===== src/rtl/cfd_pkg.sv =====
package cfd_pkg;

  localparam int unsigned POS_W       = 10;
  localparam int unsigned HDR_LEN     = 20;
  localparam int unsigned TRAILER_LEN = 2;
  localparam int unsigned HDR_IDX_W   = 5;
  localparam int unsigned CRC_FEED_POS = 4;
  localparam int unsigned HDR_CRC_POS  = 19;
  localparam int unsigned QUEUE_DEPTH  = 2;

  localparam logic [POS_W-1:0] POS_MAX  = '1;
  localparam logic [7:0]       SYNC0    = 8'h55;
  localparam logic [7:0]       SYNC1    = 8'hAA;
  localparam logic [7:0]       VERSION  = 8'h01;
  localparam logic [15:0]      CRC_POLY = 16'h1021;

  typedef enum logic [2:0] {
    ST_OK           = 3'd0,
    ST_LEN_MISMATCH = 3'd1,
    ST_SHORT        = 3'd2,
    ST_BAD_HDR      = 3'd3,
    ST_CRC_ERR      = 3'd4
  } status_e;

  // one classified byte on its way from front to back
  typedef struct packed {
    logic [7:0]           data;
    logic                 last;
    logic                 first;
    logic                 feed;
    logic                 snap;
    logic                 hdr_wr;
    logic [HDR_IDX_W-1:0] hdr_idx;
    logic                 short_buf;
    logic [POS_W-1:0]     pos;
  } item_t;

  function automatic logic [15:0] crc16_feed(input logic [15:0] crc, input logic [7:0] b);
    logic [15:0] c;
    c = crc ^ {b, 8'h00};
    for (int k = 0; k < 8; k++) begin
      c = c[15] ? ({c[14:0], 1'b0} ^ CRC_POLY) : {c[14:0], 1'b0};
    end
    return c;
  endfunction

endpackage


===== src/rtl/cfd_front.sv =====
module cfd_front
  import cfd_pkg::*;
(
  input  logic        clk_i,
  input  logic        rst_ni,
  input  logic        in_valid_i,
  output logic        in_ready_o,
  input  logic [7:0]  data_byte_i,
  input  logic        last_byte_i,
  output logic        q_valid_o,
  input  logic        q_ready_i,
  output item_t       q_item_o
);

  logic [POS_W-1:0] pos_q, pos_d;
  logic             accept;

  assign in_ready_o = q_ready_i;
  assign q_valid_o  = in_valid_i;
  assign accept     = in_valid_i && q_ready_i;

  always_comb begin
    pos_d = pos_q;
    if (accept) begin
      if (last_byte_i) begin
        pos_d = '0;
      end else if (pos_q != POS_MAX) begin
        pos_d = pos_q + POS_W'(1);
      end
    end
  end

  always_ff @(posedge clk_i or negedge rst_ni) begin
    if (!rst_ni) begin
      pos_q <= '0;
    end else begin
      pos_q <= pos_d;
    end
  end

  always_comb begin
    q_item_o.data      = data_byte_i;
    q_item_o.last      = last_byte_i;
    q_item_o.first     = (pos_q == '0);
    q_item_o.feed      = (pos_q >= POS_W'(CRC_FEED_POS));
    q_item_o.snap      = (pos_q == POS_W'(HDR_CRC_POS));
    q_item_o.hdr_wr    = (pos_q < POS_W'(HDR_LEN));
    q_item_o.hdr_idx   = pos_q[HDR_IDX_W-1:0];
    // buffer length below header plus trailer
    q_item_o.short_buf = (pos_q < POS_W'(HDR_LEN + TRAILER_LEN - 1));
    q_item_o.pos       = pos_q;
  end

endmodule


===== src/rtl/cfd_queue.sv =====
module cfd_queue
  import cfd_pkg::*;
(
  input  logic  clk_i,
  input  logic  rst_ni,
  input  logic  push_valid_i,
  output logic  push_ready_o,
  input  item_t push_item_i,
  output logic  pop_valid_o,
  input  logic  pop_ready_i,
  output item_t pop_item_o
);

  localparam int unsigned PTR_W = (QUEUE_DEPTH > 1) ? $clog2(QUEUE_DEPTH) : 1;
  localparam int unsigned CNT_W = $clog2(QUEUE_DEPTH + 1);

  item_t            mem_q [QUEUE_DEPTH];
  logic [PTR_W-1:0] wr_ptr_q, rd_ptr_q;
  logic [CNT_W-1:0] cnt_q;
  logic             push, pop;

  assign push_ready_o = (cnt_q != CNT_W'(QUEUE_DEPTH));
  assign pop_valid_o  = (cnt_q != '0);
  assign push         = push_valid_i && push_ready_o;
  assign pop          = pop_ready_i && pop_valid_o;
  assign pop_item_o   = mem_q[rd_ptr_q];

  always_ff @(posedge clk_i) begin
    if (push) begin
      mem_q[wr_ptr_q] <= push_item_i;
    end
  end

  always_ff @(posedge clk_i or negedge rst_ni) begin
    if (!rst_ni) begin
      wr_ptr_q <= '0;
      rd_ptr_q <= '0;
      cnt_q    <= '0;
    end else begin
      if (push) begin
        wr_ptr_q <= (wr_ptr_q == PTR_W'(QUEUE_DEPTH - 1)) ? '0 : wr_ptr_q + PTR_W'(1);
      end
      if (pop) begin
        rd_ptr_q <= (rd_ptr_q == PTR_W'(QUEUE_DEPTH - 1)) ? '0 : rd_ptr_q + PTR_W'(1);
      end
      unique case ({push, pop})
        2'b10:   cnt_q <= cnt_q + CNT_W'(1);
        2'b01:   cnt_q <= cnt_q - CNT_W'(1);
        default: cnt_q <= cnt_q;
      endcase
    end
  end

endmodule


===== src/rtl/cfd_back.sv =====
module cfd_back
  import cfd_pkg::*;
#(
  parameter int unsigned MAX_PAYLOAD = 490
) (
  input  logic        clk_i,
  input  logic        rst_ni,
  input  logic [15:0] crc_init_i,
  input  logic        q_valid_i,
  output logic        q_ready_o,
  input  item_t       q_item_i,
  output logic        out_valid_o,
  input  logic        out_ready_i,
  output logic [2:0]  status_o,
  output logic [7:0]  frame_type_o,
  output logic [7:0]  frame_flags_o,
  output logic [15:0] seq_num_o,
  output logic [15:0] ack_seq_num_o,
  output logic [15:0] command_o,
  output logic [8:0]  payload_length_o,
  output logic [31:0] session_tag_o
);

  logic [7:0]  hdr_q [HDR_LEN];
  logic [15:0] crc_q, crc_d, crc_base;
  logic [15:0] snap_q, pend_q;
  logic        out_valid_q;
  logic        pop, done;

  status_e     status_q, status_d;
  logic [7:0]  type_q, flags_q;
  logic [15:0] seq_q, ack_q, cmd_q;
  logic [8:0]  plen_q;
  logic [31:0] sid_q;

  logic [15:0] plen, hdr_crc, rx_crc;
  logic [16:0] len, len_exp;
  logic        hdr_bad;

  assign q_ready_o = !q_item_i.last || !out_valid_q || out_ready_i;
  assign pop       = q_valid_i && q_ready_o;
  assign done      = pop && q_item_i.last;

  always_comb begin
    crc_base = q_item_i.first ? crc_init_i : crc_q;
    crc_d    = q_item_i.feed ? crc16_feed(crc_base, pend_q[15:8]) : crc_base;
  end

  // trailing frame CRC is little-endian
  assign rx_crc  = {q_item_i.data, pend_q[7:0]};
  assign plen    = {hdr_q[13], hdr_q[12]};
  assign hdr_crc = {hdr_q[19], hdr_q[18]};
  assign len     = 17'(q_item_i.pos) + 17'd1;
  assign len_exp = 17'(HDR_LEN + TRAILER_LEN) + 17'(plen);
  assign hdr_bad = (hdr_q[0] != SYNC0) || (hdr_q[1] != SYNC1) ||
                   (hdr_q[2] != VERSION) || (hdr_q[5] != 8'(HDR_LEN));

  always_comb begin
    priority if (q_item_i.short_buf) begin
      status_d = ST_SHORT;
    end else if (hdr_bad) begin
      status_d = ST_BAD_HDR;
    end else if (plen > 16'(MAX_PAYLOAD)) begin
      status_d = ST_SHORT;
    end else if (len != len_exp) begin
      status_d = ST_LEN_MISMATCH;
    end else if (hdr_crc != snap_q) begin
      status_d = ST_CRC_ERR;
    end else if (rx_crc != crc_d) begin
      status_d = ST_CRC_ERR;
    end else begin
      status_d = ST_OK;
    end
  end

  always_ff @(posedge clk_i) begin
    if (pop && q_item_i.hdr_wr) begin
      hdr_q[q_item_i.hdr_idx] <= q_item_i.data;
    end
  end

  always_ff @(posedge clk_i or negedge rst_ni) begin
    if (!rst_ni) begin
      crc_q  <= 16'hFFFF;
      snap_q <= '0;
      pend_q <= '0;
    end else if (pop) begin
      if (q_item_i.last) begin
        crc_q  <= crc_init_i;
        snap_q <= '0;
        pend_q <= '0;
      end else begin
        crc_q  <= crc_d;
        pend_q <= {pend_q[7:0], q_item_i.data};
        if (q_item_i.snap) begin
          snap_q <= crc_d;
        end
      end
    end
  end

  always_ff @(posedge clk_i or negedge rst_ni) begin
    if (!rst_ni) begin
      out_valid_q <= 1'b0;
    end else if (done) begin
      out_valid_q <= 1'b1;
    end else if (out_ready_i) begin
      out_valid_q <= 1'b0;
    end
  end

  always_ff @(posedge clk_i) begin
    if (done) begin
      status_q <= status_d;
      if (status_d == ST_OK) begin
        type_q  <= hdr_q[3];
        flags_q <= hdr_q[4];
        seq_q   <= {hdr_q[7], hdr_q[6]};
        ack_q   <= {hdr_q[9], hdr_q[8]};
        cmd_q   <= {hdr_q[11], hdr_q[10]};
        plen_q  <= plen[8:0];
        sid_q   <= {hdr_q[17], hdr_q[16], hdr_q[15], hdr_q[14]};
      end else begin
        type_q  <= '0;
        flags_q <= '0;
        seq_q   <= '0;
        ack_q   <= '0;
        cmd_q   <= '0;
        plen_q  <= '0;
        sid_q   <= '0;
      end
    end
  end

  assign out_valid_o      = out_valid_q;
  assign status_o         = status_q;
  assign frame_type_o     = type_q;
  assign frame_flags_o    = flags_q;
  assign seq_num_o        = seq_q;
  assign ack_seq_num_o    = ack_q;
  assign command_o        = cmd_q;
  assign payload_length_o = plen_q;
  assign session_tag_o    = sid_q;

endmodule


===== src/rtl/crc_checked_frame_deframer_unit.sv =====
// Results register when the back end pops a last byte, which waits for a free output.
// Throughput: one byte per cycle but for that wait; the byte-wide CRC-16 update sets it.
// A finished result waits in the output register; payload bytes keep flowing meanwhile.
// Reset: asynchronous, active low; crc_init returns to 0xFFFF, position and queue clear.
// The header store holds no reset value; each buffer rewrites the header bytes it carries.
module crc_checked_frame_deframer_unit
  import cfd_pkg::*;
#(
  parameter int unsigned MAX_PAYLOAD = 490
) (
  input  logic        clk_i,
  input  logic        rst_ni,
  input  logic        crc_init_we_i,
  input  logic [15:0] crc_init_i,
  input  logic        in_valid_i,
  output logic        in_ready_o,
  input  logic [7:0]  data_byte_i,
  input  logic        last_byte_i,
  output logic        out_valid_o,
  input  logic        out_ready_i,
  output logic [2:0]  status_o,
  output logic [7:0]  frame_type_o,
  output logic [7:0]  frame_flags_o,
  output logic [15:0] seq_num_o,
  output logic [15:0] ack_seq_num_o,
  output logic [15:0] command_o,
  output logic [8:0]  payload_length_o,
  output logic [31:0] session_tag_o
);

  logic [15:0] crc_init_q;
  logic        fq_valid, fq_ready, bq_valid, bq_ready;
  item_t       fq_item, bq_item;

  always_ff @(posedge clk_i or negedge rst_ni) begin
    if (!rst_ni) begin
      crc_init_q <= 16'hFFFF;
    end else if (crc_init_we_i) begin
      crc_init_q <= crc_init_i;
    end
  end

  cfd_front u_front (
    .clk_i       (clk_i),
    .rst_ni      (rst_ni),
    .in_valid_i  (in_valid_i),
    .in_ready_o  (in_ready_o),
    .data_byte_i (data_byte_i),
    .last_byte_i (last_byte_i),
    .q_valid_o   (fq_valid),
    .q_ready_i   (fq_ready),
    .q_item_o    (fq_item)
  );

  cfd_queue u_queue (
    .clk_i        (clk_i),
    .rst_ni       (rst_ni),
    .push_valid_i (fq_valid),
    .push_ready_o (fq_ready),
    .push_item_i  (fq_item),
    .pop_valid_o  (bq_valid),
    .pop_ready_i  (bq_ready),
    .pop_item_o   (bq_item)
  );

  cfd_back #(
    .MAX_PAYLOAD (MAX_PAYLOAD)
  ) u_back (
    .clk_i            (clk_i),
    .rst_ni           (rst_ni),
    .crc_init_i       (crc_init_q),
    .q_valid_i        (bq_valid),
    .q_ready_o        (bq_ready),
    .q_item_i         (bq_item),
    .out_valid_o      (out_valid_o),
    .out_ready_i      (out_ready_i),
    .status_o         (status_o),
    .frame_type_o     (frame_type_o),
    .frame_flags_o    (frame_flags_o),
    .seq_num_o        (seq_num_o),
    .ack_seq_num_o    (ack_seq_num_o),
    .command_o        (command_o),
    .payload_length_o (payload_length_o),
    .session_tag_o    (session_tag_o)
  );

  a_fail_fields_zero: assert property (@(posedge clk_i) disable iff (!rst_ni)
    (out_valid_o && status_o != ST_OK) |->
      (frame_type_o == '0 && frame_flags_o == '0 && seq_num_o == '0 &&
       ack_seq_num_o == '0 && command_o == '0 && payload_length_o == '0 &&
       session_tag_o == '0))
    else $error("failed frame carries header fields");

  a_ok_plen_bound: assert property (@(posedge clk_i) disable iff (!rst_ni)
    (out_valid_o && status_o == ST_OK) |->
      ({7'd0, payload_length_o} <= 16'(MAX_PAYLOAD)) || (MAX_PAYLOAD > 511))
    else $error("accepted frame exceeds payload limit");

  a_last_reaches_out: assert property (@(posedge clk_i) disable iff (!rst_ni)
    (bq_valid && bq_ready && bq_item.last) |=> out_valid_o)
    else $error("completed buffer produced no result");

endmodule

===== config.mk =====
export PLATFORM = sky130hd
export DESIGN_NAME = crc_checked_frame_deframer_unit
export DESIGN_NICKNAME = d
export VERILOG_FILES = /design/src/rtl/cfd_pkg.sv /design/src/rtl/cfd_front.sv /design/src/rtl/cfd_queue.sv /design/src/rtl/cfd_back.sv /design/src/rtl/crc_checked_frame_deframer_unit.sv
export SDC_FILE = /design/constraint.sdc
export NUM_CORES = 1
export LEC_CHECK = 0
export BUFFER_PORTS_ARGS = -buffer_cell sky130_fd_sc_hd__buf_2
export CAP_MARGIN = 20
export CORE_MARGIN = 2
export CORE_UTILIZATION = 30
export DETAILED_ROUTE_END_ITERATION = 16
export SYNTH_ARGS = -nofsm -noshare
export SYNTH_HDL_FRONTEND = slang
export SYNTH_SLANG_ARGS = --single-unit
export TNS_END_PERCENT = 30

===== constraint.sdc =====
create_clock -name clk_i -period 7.17 [get_ports clk_i]
set_clock_uncertainty 0.05 [all_clocks]
set_input_delay 0.717 -clock clk_i [delete_from_list [all_inputs] [get_ports clk_i]]
set_output_delay 0.717 -clock clk_i [all_outputs]
set_load 0.01 [all_outputs]

; ---- Word level (Yosys, flattened, before mapping)
; Memories as Yosys holds them, arrays and structs flattened. A register that Yosys moved wholly into a read port is not among the register bits.
; Index checks and enable logic that the tools add are counted.
[totals]
register_bits = 91
ramBits = 218
output_inout_bits = 110
wordCells = 108
mem_count = 2
[classes]
n_addsub = 7
magnitude_cmp = 4
eq_ne = 12
n_mux = 31
bitwise_logic = 9
reduce_logical = 32
[memory_table]
columns = memory, words, word_bits, read_ports, rd_clocked_by_memory_dff, write_ports, line_no
row1 = u_back.hdr_q, 20, 8, 20, 12, 1, cfd_back.sv:24  ; logic [7:0] hdr_q [HDR_LEN];
row2 = u_queue.mem_q, 2, 29, 1, 0, 1, cfd_queue.sv:17  ; item_t mem_q [QUEUE_DEPTH];
[ops]
columns = operator, n
row1 = $mux W13, 8
row2 = $mux W16, 6
row3 = $ne A16 B16 Y1, 2
row4 = $not A3 Y3, 8
row5 = $lt A10 B5 Y1 const B, 2
row6 = $mux W10, 2
row7 = $mux W3, 6
row8 = $add A5 B16 Y17 const A, 1
row9 = $ne A17 B17 Y1, 1
row10 = $gt A16 B9 Y1 const B, 1
row11 = $xor A16 B16 Y16, 1
row12 = $logic_not A1 Y1, 14
row13 = $add A10 B1 Y11 const B, 1
row14 = $add A10 B1 Y10 const B, 1
row15 = $eq A10 B5 Y1 const B, 1
row16 = $ge A10 B3 Y1 const B, 1
row17 = $logic_not A10 Y1, 1
row18 = $ne A10 B10 Y1 const B, 1
row19 = $reduce_bool A2 Y1, 5
row20 = $mux W1, 8
row21 = $ne A8 B1 Y1 const B, 1
row22 = $ne A8 B5 Y1 const B, 1
row23 = $ne A8 B7 Y1 const B, 1
row24 = $ne A8 B8 Y1 const B, 1
row25 = 11 further kinds, 20

; ---- Depth between registers and ports, before layout
; Gate-level depths: netlist (run 1).
; An unclocked memory read counts as a cell.
[logic_depth]
depth_word = 29
ltp_mapped = 18
depth_no_buf = 12

; ---- By module
; Synthesis (run 1) repeated with hierarchy kept, for this count alone.
[unflattened]
hier_cells = 1220
hier_area_um2 = 17598.1
[modules_own_cells]
columns = module, n_inst, cells_each, area_each_um2, seq_area_each_um2
row1 = cfd_back, 1, 984, 13818.3, 9293.9
row2 = cfd_queue, 1, 107, 2278.4, 1841.8
row3 = cfd_front, 1, 95, 832.0, 250.2
row4 = crc_checked_frame_deframer_unit, 1, 34, 669.4, 420.4

; ---- Worst setup path after synthesis (run 1)
; No wires, ideal clock.
[synth_path]
path_type = register -> register
from = register u_queue.rd_ptr_q
to = register u_back.ack_q[0] (netlist: u_back.ack_seq_num_o[0]) (read register of u_back.hdr_q), enable pin
setup_time_ps = 515
arrival_ps = 5524
setup_slack_ps = 1081
path_stages_with_launch = 9
path_cell_list = dfrtp_1 buf_2 buf_1 clkbuf_1 buf_2 mux2i_1 o22ai_1 nor2_1 clkbuf_1
[synth_between]
word_cells_on_any_way = 36
cone_classes = 1 x add/sub / 2 x eq/ne / 16 x mux / 9 x bitwise / 7 x reduce/logical / 1 x memory
[synth_rtl]
columns = element, line_no
row1 = from (decl), cfd_queue.sv:18  ; logic [PTR_W-1:0] wr_ptr_q, rd_ptr_q;
row2 = from (signal assigned), cfd_queue.sv:44  ; rd_ptr_q <= (rd_ptr_q == PTR_W'(QUEUE_DEPTH - 1)) ? '0 : rd_ptr_q + PTR_W'(1);
row3 = $mem_v2 Z2 W29 (*), --
row4 = $logic_not A1 Y1, cfd_back.sv:40  ; assign q_ready_o = !q_item_i.last || !out_valid_q || out_ready_i;
row5 = $logic_or A1 B1 Y1 (2 in series), cfd_back.sv:40
row6 = $logic_and A1 B1 Y1, cfd_back.sv:41  ; assign pop = q_valid_i && q_ready_o;
row7 = $logic_and A1 B1 Y1 (*), cfd_back.sv:42  ; assign done = pop && q_item_i.last;
row8 = via u_back.done, cfd_back.sv:28  ; logic pop, done;
row9 = to (decl), cfd_back.sv:32  ; logic [15:0] seq_q, ack_q, cmd_q;
; Mark *: on every way through the listed nets, which the timed path passes. The rest lies on a longest branch.
; A chain may end at the register's enable or synchronous reset.

; ---- Worst setup path in the final report (run 1)
[layout_path]
from = register u_queue.rd_ptr_q
to = register u_back.ack_q[3] (netlist: u_back.ack_seq_num_o[3]) (read register of u_back.hdr_q) (data pin)
[layout_between]
elab_chain_len = 23
word_cells_on_any_way = 36
cone_classes = 1 x add/sub / 2 x eq/ne / 16 x mux / 9 x bitwise / 7 x reduce/logical / 1 x memory
[layout_rtl]
columns = element, line_no
row1 = $mem_v2 Z2 W29 (*), --
row2 = $mux W16, cfd_back.sv:45  ; crc_base = q_item_i.first ? crc_init_i : crc_q;
row3 = $xor A16 B16 Y16, cfd_pkg.sv:40  ; c = crc ^ {b, 8'h00};
row4 = $not A3 Y3 (no source line), --
row5 = $mux W13 (7 in series), cfd_pkg.sv:42  ; c = c[15] ? ({c[14:0], 1'b0} ^ CRC_POLY) : {c[14:0], 1'b0};
row6 = $not A3 Y3 (no source line), --
row7 = $mux W13, cfd_pkg.sv:42
row8 = $mux W16, cfd_back.sv:46  ; crc_d = q_item_i.feed ? crc16_feed(crc_base, pend_q[15:8]) : crc_base;
row9 = $ne A16 B16 Y1, cfd_back.sv:69  ; end else if (rx_crc != crc_d) begin
row10 = $mux W3, cfd_back.sv:69
row11 = $mux W3, cfd_back.sv:67  ; end else if (hdr_crc != snap_q) begin
row12 = $mux W3, cfd_back.sv:65  ; end else if (len != len_exp) begin
row13 = $mux W3, cfd_back.sv:63  ; end else if (plen > 16'(MAX_PAYLOAD)) begin
row14 = $mux W3, cfd_back.sv:61  ; end else if (hdr_bad) begin
row15 = $mux W3, cfd_back.sv:59  ; priority if (q_item_i.short_buf) begin
row16 = $logic_not A3 Y1, cfd_back.sv:115  ; if (status_d == ST_OK) begin
row17 = $logic_not A1 Y1 (no source line), --
; Mark *: on every way between the ends. The rest lies on a longest branch, timed or not.

==> results of run 1 <==
-- flip-flops by register name (all words and copies together) (netlist names), 8 cells and up --
signal and cells:
u_back.payload_length_o 9, crc_init_q 16, u_back.command_o 16, u_back.snap_q 16
u_back.pend_q 16, u_back.frame_flags_o 8, u_back.frame_type_o 8, u_back.hdr_q 160
u_queue.mem_q 48, u_back.session_tag_o 32, u_back.seq_num_o 16, u_front.pos_q 10
u_back.ack_seq_num_o 16, u_back.crc_q 16
-- Yosys cell counts (all sizes together) (14+ instances only) --
| cell type | number |
|---|---|
| dfrtp | 47 |
| clkbuf | 47 |
| o21ai | 56 |
| mux2 | 24 |
| dfstp | 32 |
| a21oi | 24 |
| nand2 | 160 |
| xor2 | 14 |
| xnor2 | 65 |
| nand3 | 17 |
| nor2 | 52 |
| inv | 29 |
| mux2i | 37 |
| nor3 | 114 |
| edfxtp | 316 |
-- cells by family (layout without fill, tap and decap cells) --
family,count (synthesis),count (layout),share of synthesized area [%]
AND/OR/NAND/NOR,401,401,11.9
flip-flops,395,395,70.1
AO/OA/AOI/OAI,150,150,6.02
buffers and inverters,89,257,2.29
XOR/XNOR,84,84,5.04
multiplexers,61,61,3.98
adder cells (fa/ha/maj),9,9,0.686
other,0,1,0
-- power by group through the flow --
stage | combinational [mW] | sequential (mW) | clock [mW]
2_1_floorplan | 1.78 | 3.63 | 0
3_3_place_gp | 2.75 | 3.58 | 0
3_5_place_dp | 2.77 | 3.58 | 0
4_1_cts | 2.79 | 3.54 | 2.06
5_1_grt | 3.03 | 3.59 | 2.15
6_report | 2.76 | 3.54 | 2.02
-- how the worst max path moves through the flow --
stage	from	endpoint	slack, ns
after floorplan	u_queue.rd_ptr_q$_DFFE_PN0P_	u_back.ack_seq_num_o[0]$_SDFFCE_PP0P_	1.08
after global placement	u_queue.rd_ptr_q$_DFFE_PN0P_	u_back.command_o[8]$_SDFFCE_PP0P_	2.55
after detailed placement	u_queue.rd_ptr_q$_DFFE_PN0P_	u_back.ack_seq_num_o[3]$_SDFFCE_PP0P_	2.32
after CTS	u_queue.rd_ptr_q$_DFFE_PN0P_	u_back.ack_seq_num_o[3]$_SDFFCE_PP0P_	2.28
after global routing	u_queue.rd_ptr_q$_DFFE_PN0P_	u_back.ack_seq_num_o[3]$_SDFFCE_PP0P_	2.01
final	u_queue.rd_ptr_q$_DFFE_PN0P_	u_back.ack_seq_num_o[3]$_SDFFCE_PP0P_	2.40
-- final cells by class --
| cell class | count | area, um2 | area share (%) |
|---|---|---|---|
| sequential | 395 | 11500 | 60.1 |
| multi-input combinational | 705 | 4570 | 23.9 |
| clock buffer | 52 | 1080 | 5.62 |
| tap | 696 | 871 | 4.55 |
| timing repair buffer | 153 | 843 | 4.40 |
| clock inverter | 23 | 178 | 0.927 |
| inverter | 29 | 109 | 0.568 |
| antenna | 1 | 2.50 | 0.0131 |
-- per-stage QoR --
| step | utilization, % | hold WS [ns] | worst slack (ns) | std cells | power, mW |
|---|---|---|---|---|---|
| floorplan | - | 0.371 | 1.08 | 1189 | 5.41 |
| global placement | 33.1 | 0.443 | 2.55 | 1976 | 6.33 |
| detailed placement | 33.1 | 0.454 | 2.32 | 1977 | 6.36 |
| CTS | 35.5 | 0.249 | 2.28 | 2052 | 8.39 |
| global route | 35.5 | 0.0443 | 2.01 | 2053 | 8.77 |
| finish | 35.5 | 0.0411 | 2.40 | 2054 | 8.31 |
-- cell usage in the layout (no fill, tap or decap), types with 4 or more instances in the layout --
cell and n:
and3_1 5, nand2b_1 7, dfrtp_1 46, nor2_1 50, clkbuf_1 10, nor3_2 19
a22oi_1 13, a211oi_1 6, nand2_1 160, mux2i_1 35, clkbuf_16 41, ha_1 9
o211a_1 4, xnor2_1 62, nor4_1 7, xor2_1 14, xnor3_1 5, buf_4 12
mux2_2 23, nor4bb_1 4, clkinv_2 6, nand4_1 13, a22o_1 13, a222oi_1 4
edfxtp_1 316, and2_1 4, nor3_1 95, a21oi_1 24, buf_2 138, inv_1 29
nor4b_1 4, o21ai_0 53, dfstp_2 32, nand3_1 16, clkinv_1 11
-- routing by layer --
| layer | global-route usage, % | up-vias |
|---|---|---|
| li1 | - | 4651 |
| met1 | 17.1 | 4816 |
| met2 | 21.4 | 268 |
| met3 | 3.20 | 72 |
| met4 | 3.93 | 8 |
| met5 | 0 | - |
==> results.md, run 1 <==
- Hold WC Path Type: input pin to async pin
- Dominant cell type by area after synthesis: edfxtp_1
- Number of synthesized flops with an enable pin: 316
- Synth warn: 0
- Initial antenna violation count: 5
- FF-to-FF End: u_back.ack_seq_num_o[3]$_SDFFCE_PP0P_
- R2R Setup Slk: 2.40 ns
- P_leak: 6.66 nW
- Largest net degree at the start of global routing: 80
- Slew @ Worst Pin: 1.03 ns
- CTS tree: built
- Gr usage total: 13.1%
- Synth-to-layout area growth: 16.7%
- Detailed Route Iter0 Violations: slightly below 800
- DR WL/cell: 18.0 um
- Post-synth cell types: 66
- Worst reg2reg path depth: 11
- Crit-path cells: mux2i_4 > buf_4 > mux2i_1 > xnor2_1 > xnor3_1 > o21ai_0 > xnor2_1 > o2111a_1 > nand3_4 > buf_12 > nor3_1
- Finished Cell Area: 19,200 um2
- DIE WIDTH: 238 um
- Placeable Area: 53,900 um2
- Placed Area: 17,900 um2
- RePlAce Congestion: 0.841
- WL final: 37,000 um
- WP depth: 11
- DR vias/cell: 4.78
- Dominant cells by area after synthesis: edfxtp_1 58%, dfrtp_1 7.2%, dfstp_2 5.1%
- Clock Tree Buf Depth: 3
- Post-DP HPWL: 23,900 um
- Top layer in use: met5
- Crit start category: register
- CTS buffer count: 41
- CP Capture Type: register
- Fin crit period: 4.77 ns
- Die Ht: 238 um
- Initial Util: between 30 and 40%
- Die ar.: between 50,000 and 60,000 um2
- Asr flop ratio synth: 20.0%
- FF-to-FF Start: u_queue.rd_ptr_q$_DFFE_PN0P_
- Max-slew violation count: 0
- Seq/Total Area, Yosys: 70.1%
- Clock sink count: between 300 and 400
- Worst Path Required: 7.52 ns
- Slew HR: a little under a third
- Final period util: approximately two thirds
- Status: complete, no violations
- Max_cap viols: 0
- RSZ-0062 raised after global routing: no
- CP peak stage delay: 0.55 ns
- CTS root buf: clkbuf_16
- Max Freq: 210 MHz
- Antenna Nets Post-Route: 0
- CP Class: register to register
- Detailed Routing Iterations Pass 1: 5
- Area share of the largest cell type after synthesis: around 58%
- Primary FF master, synth: edfxtp_1
- Max VDD drop: 249 uV
- Cts-stage hold buffer count: 0
- Worst path arrival time: around 5.1 ns
- First-pass GRT wire length: 57,100 um
- IO Port Bufs: between 100 and 150
- Worst-path clk slew: 0.06 ns
- H-tree levels: 2
- Int Power: 5.38 mW
- Share of power burned in registers: 42.5%
- Sw power: 2.94 mW
- Layout fillers: 5,174
- Std cell rows: 85
- P per Cell Area: approximately 430 nW/um2
- Switching Share: 35.3%
- Max FO, Critical Path: 57
- Net Count, Synth: 1,228
- Syn Area/Cell: around 14 um2
- Vias: 9,815
- Crit-path most repeated cell: xnor2_1
- WL met2: 17,700 um
- Synthesis-stage register bit count: 395
- Synth Instances: 1,189
- IO Pins: 140
- Clock share of power: 24.3%
- Comb pwr share: 33.2%
- Post-CTS Setup Repair Bufs: 0
- Final setup fails: 0
- Fin. Hold Viols: 0
- Synthesized area: 16,400 um2
- Fin nets: 1,364
- M1 wire length: 16,100 um
- Worst-Skew Late Latency: ~0.59 ns
- Critical path buffer and inverter count: 2
- Post-CTS Resized: 0
- Vias in the first global route: 9,686
- GRT overflow: 0
- Layout cell share with drive strength beyond 1: 21.6%
- Met3 WL: between 2000 and 2500 um
- Setup TNS: 0 ns
- Crit-path slowest cell: nand3_4
- Drc violations: 0
- Top cell family by delay on the critical path: XOR/XNOR gates
No activity file was read; power rests on OpenSTA's default activity.
==> run 2, diff against run 1 <==
==> constraint.sdc (replaced) <==
create_clock -name clk_i -period 4.7 [get_ports clk_i]
set_clock_uncertainty 0.05 [all_clocks]
set_input_delay 0.47 -clock clk_i [delete_from_list [all_inputs] [get_ports clk_i]]
set_output_delay 0.47 -clock clk_i [all_outputs]
set_load 0.01 [all_outputs]
==> run 2 against run 1 <==
Compared with the run above: combinational power up 58%; first-iteration DRC count up 8.8%; hold slack worse by 0.0032 ns; total power up 56%; routed wire length up 0.78%; sequential power up 53%; utilization up 0.31 points; global-route usage about the same; maximum frequency up 15%.
==> results.md, run 2 (synthesis results as in run 1) <==
- Status: complete, no violations
- IO Port Bufs: 139 (unchanged)
- Hold WC Path Type: input pin to register
- Fin crit period: 4.16 ns (-0.615 ns)
- IO Pins: 140 (unchanged)
- DIE WIDTH: 238 um (unchanged)
- Die Ht: 238 um (unchanged)
- Slew HR: 34.5% (+3.4 points)
- Most frequent cells in the layout: 316 x edfxtp_1, 160 x nand2_1, 138 x buf_2
- Crit-path slowest cell: mux2i_4
- Worst path arrival time: 4.39 ns (-0.73 ns)
- Drc violations: 0 (unchanged)
- HP Start: data_byte_i[7]
- Initial Util: 30.4% (unchanged)
- CP peak stage delay: 0.55 ns (about the same)
- P per Cell Area: 671 nW/um2 (+55%)
- GRT overflow: 0 (unchanged)
- Post-DP HPWL: 23,900 um (+0.26%)
- Fin nets: 1,377 (+0.95%)
- DR vias/cell: 4.79 (+0.15%)
- Worst-Skew Late Latency: 0.58 ns (about the same)
- CTS buffer count: 42 (+2.4%)
- Worst-path clk slew: 0.06 ns (about the same)
- Slew @ Worst Pin: 0.978 ns (-0.0538 ns)
- Vias in the first global route: 9,730 (+0.45%)
- FF-to-FF End: u_back.seq_num_o[7]$_SDFFCE_PP0P_
- Vias: 9,892 (+0.78%)
- Die ar.: 56,600 um2 (unchanged)
- Initial antenna violation count: 4 (-1)
- DR WL/cell: 18.1 um (+0.15%)
- Gr usage total: 13.1% (+0.035 points)
- Detailed Route Iter0 Violations: 839 (+8.8%)
- Detailed Routing Iterations Pass 1: 6 (+1)
- FF-to-FF Start: u_queue.rd_ptr_q$_DFFE_PN0P_
- Antenna Nets Post-Route: 0 (unchanged)
- RePlAce Congestion: 0.917 (+9.1%)
- Crit start category: register
- Worst reg2reg path depth: 11 (unchanged)
- Max-slew violation count: 0 (unchanged)
- Most flop-heavy register: u_back.hdr_q
- Hold path endpoint: u_queue.mem_q[0][28]$_DFFE_PP_
- Fin. Hold Viols: 0 (unchanged)
- Max Freq: 241 MHz (+15%)
- RSZ-0062 raised after global routing: no
- WL final: 37,300 um (+0.78%)
- Clock Tree Buf Depth: 3 (unchanged)
- CTS root buf: clkbuf_16
- Largest net degree at the start of global routing: 110 (+38%)
- CTS tree: built
- Hold Path Stages: 1
- H-tree levels: 2 (unchanged)
- R2R Setup Slk: 0.54 ns (-1.85 ns)
- Commonest non-fill, non-tap cell in the layout: edfxtp_1
- Clock sink count: 395 (unchanged)
- Worst Path Required: 4.93 ns (-2.59 ns)
- Max FO, Critical Path: 106 (+86%)
- Placeable Area: 53,900 um2 (unchanged)
- Max VDD drop: 468 uV (+88%)
- Diode count: 0 (-1)
- CP Capture Type: register
- Final setup fails: 0 (unchanged)
- Layout cell share with drive strength beyond 1: 22.6% (+1.0 points)
- Setup TNS: 0 ns (unchanged)
- Post-CTS Setup Repair Bufs: 0 (unchanged)
- Synth-to-layout area growth: 17.7%
- First-pass GRT wire length: 57,300 um (+0.47%)
- P_leak: 6.76 nW (+1.5%)
- Final period util: 88.4% (+22 points)
- Total power: 13.0 mW (+56%)
- CP Class: register to register
- Crit-path cells: mux2i_4 > buf_4 > mux2i_1 > xnor2_1 > xor2_1 > mux2_2 > or3_1 > o2111a_1 > nand3_4 > buf_12 > nor3_1
- Layout fillers: 5,116 (-1.1%)
- Max reg flops: 160 (unchanged)
- Std cell rows: 85 (unchanged)
- Post-CTS Resized: 0 (unchanged)
- Max_cap viols: 0 (unchanged)
run 2: cell count changes in the layout (fill, tap and decap cells not counted), sizes merged, moves of 2 or more:
cell / delta
buf: +11
clkbuf: +3
bufinv: +2
clkinv: -2
run 2: per-stage QoR:
step	hold slack, ns	setup slack (ns)	instances	utilization, %	cell area, um2
after detailed placement	0.447	0.620	1988	33.3	18000
after global routing	0.0223	0.400	2067	35.8	19300
final	0.0379	0.545	2067	35.8	19300
after floorplan	0.124	0.308	1189	-	16400
after global placement	0.444	0.691	1987	33.3	18000
after CTS	0.00203	0.607	2066	35.8	19300
run 2: what timing repair did:
item	4_1_cts	5_1_grt
endpoints found under the hold margin	25	0
hold buffers	1	0
endpoints found under the setup margin	0	0
run 2: worst max path at each step:
stage,slack (ns),to,start,depth (start not counted)
finish,0.54,u_back.seq_num_o[7]$_SDFFCE_PP0P_,u_queue.rd_ptr_q$_DFFE_PN0P_,11
global route,0.40,u_back.payload_length_o[1]$_SDFFCE_PP0P_,u_queue.rd_ptr_q$_DFFE_PN0P_,10
CTS,0.61,u_back.seq_num_o[7]$_SDFFCE_PP0P_,u_queue.rd_ptr_q$_DFFE_PN0P_,11
detailed placement,0.62,u_back.seq_num_o[7]$_SDFFCE_PP0P_,u_queue.rd_ptr_q$_DFFE_PN0P_,11
global placement,0.69,u_back.payload_length_o[8]$_SDFFCE_PP0P_,u_queue.rd_ptr_q$_DFFE_PN0P_,11
floorplan,0.31,u_back.ack_seq_num_o[0]$_SDFFCE_PP0P_,u_queue.rd_ptr_q$_DFFE_PN0P_,8
run 2: cell type report:
class	count	area (um2)	area share, %
sequential	395	11500	59.6
tap	696	871	4.51
multi-input combinational	705	4560	23.6
clock buffer	55	1120	5.80
clock inverter	22	206	1.07
timing repair buffer	165	948	4.91
inverter	29	109	0.563
run 2: critical path: cells and delay by family, from the launching register on:
family | cells | cell delay [ns]
muxes | 3 | 1.32
buffers and inverters | 2 | 0.59
and+or+nand+nor | 3 | 0.55
AOI/OAI and AO/OA | 1 | 0.18
xor gates and xnor gates | 2 | 0.59
DFF | 1 | 0.39
run 2: metal layers:
metal	GRT usage, %	vias up	part of all wire, %
li1	-	4694	-
met1	17.2	4843	44
met2	21.5	273	48
met3	2.83	74	5.4
met4	4.52	8	2.8
met5	0	-	0.14
run 2: report_power, final:
group	switching (mW)	leakage, nW	internal [mW]	total [mW]
Clock	1.36	0.648	1.85	3.21
Combinational	2.73	2.18	1.62	4.35
Sequential	0.426	3.93	4.98	5.40
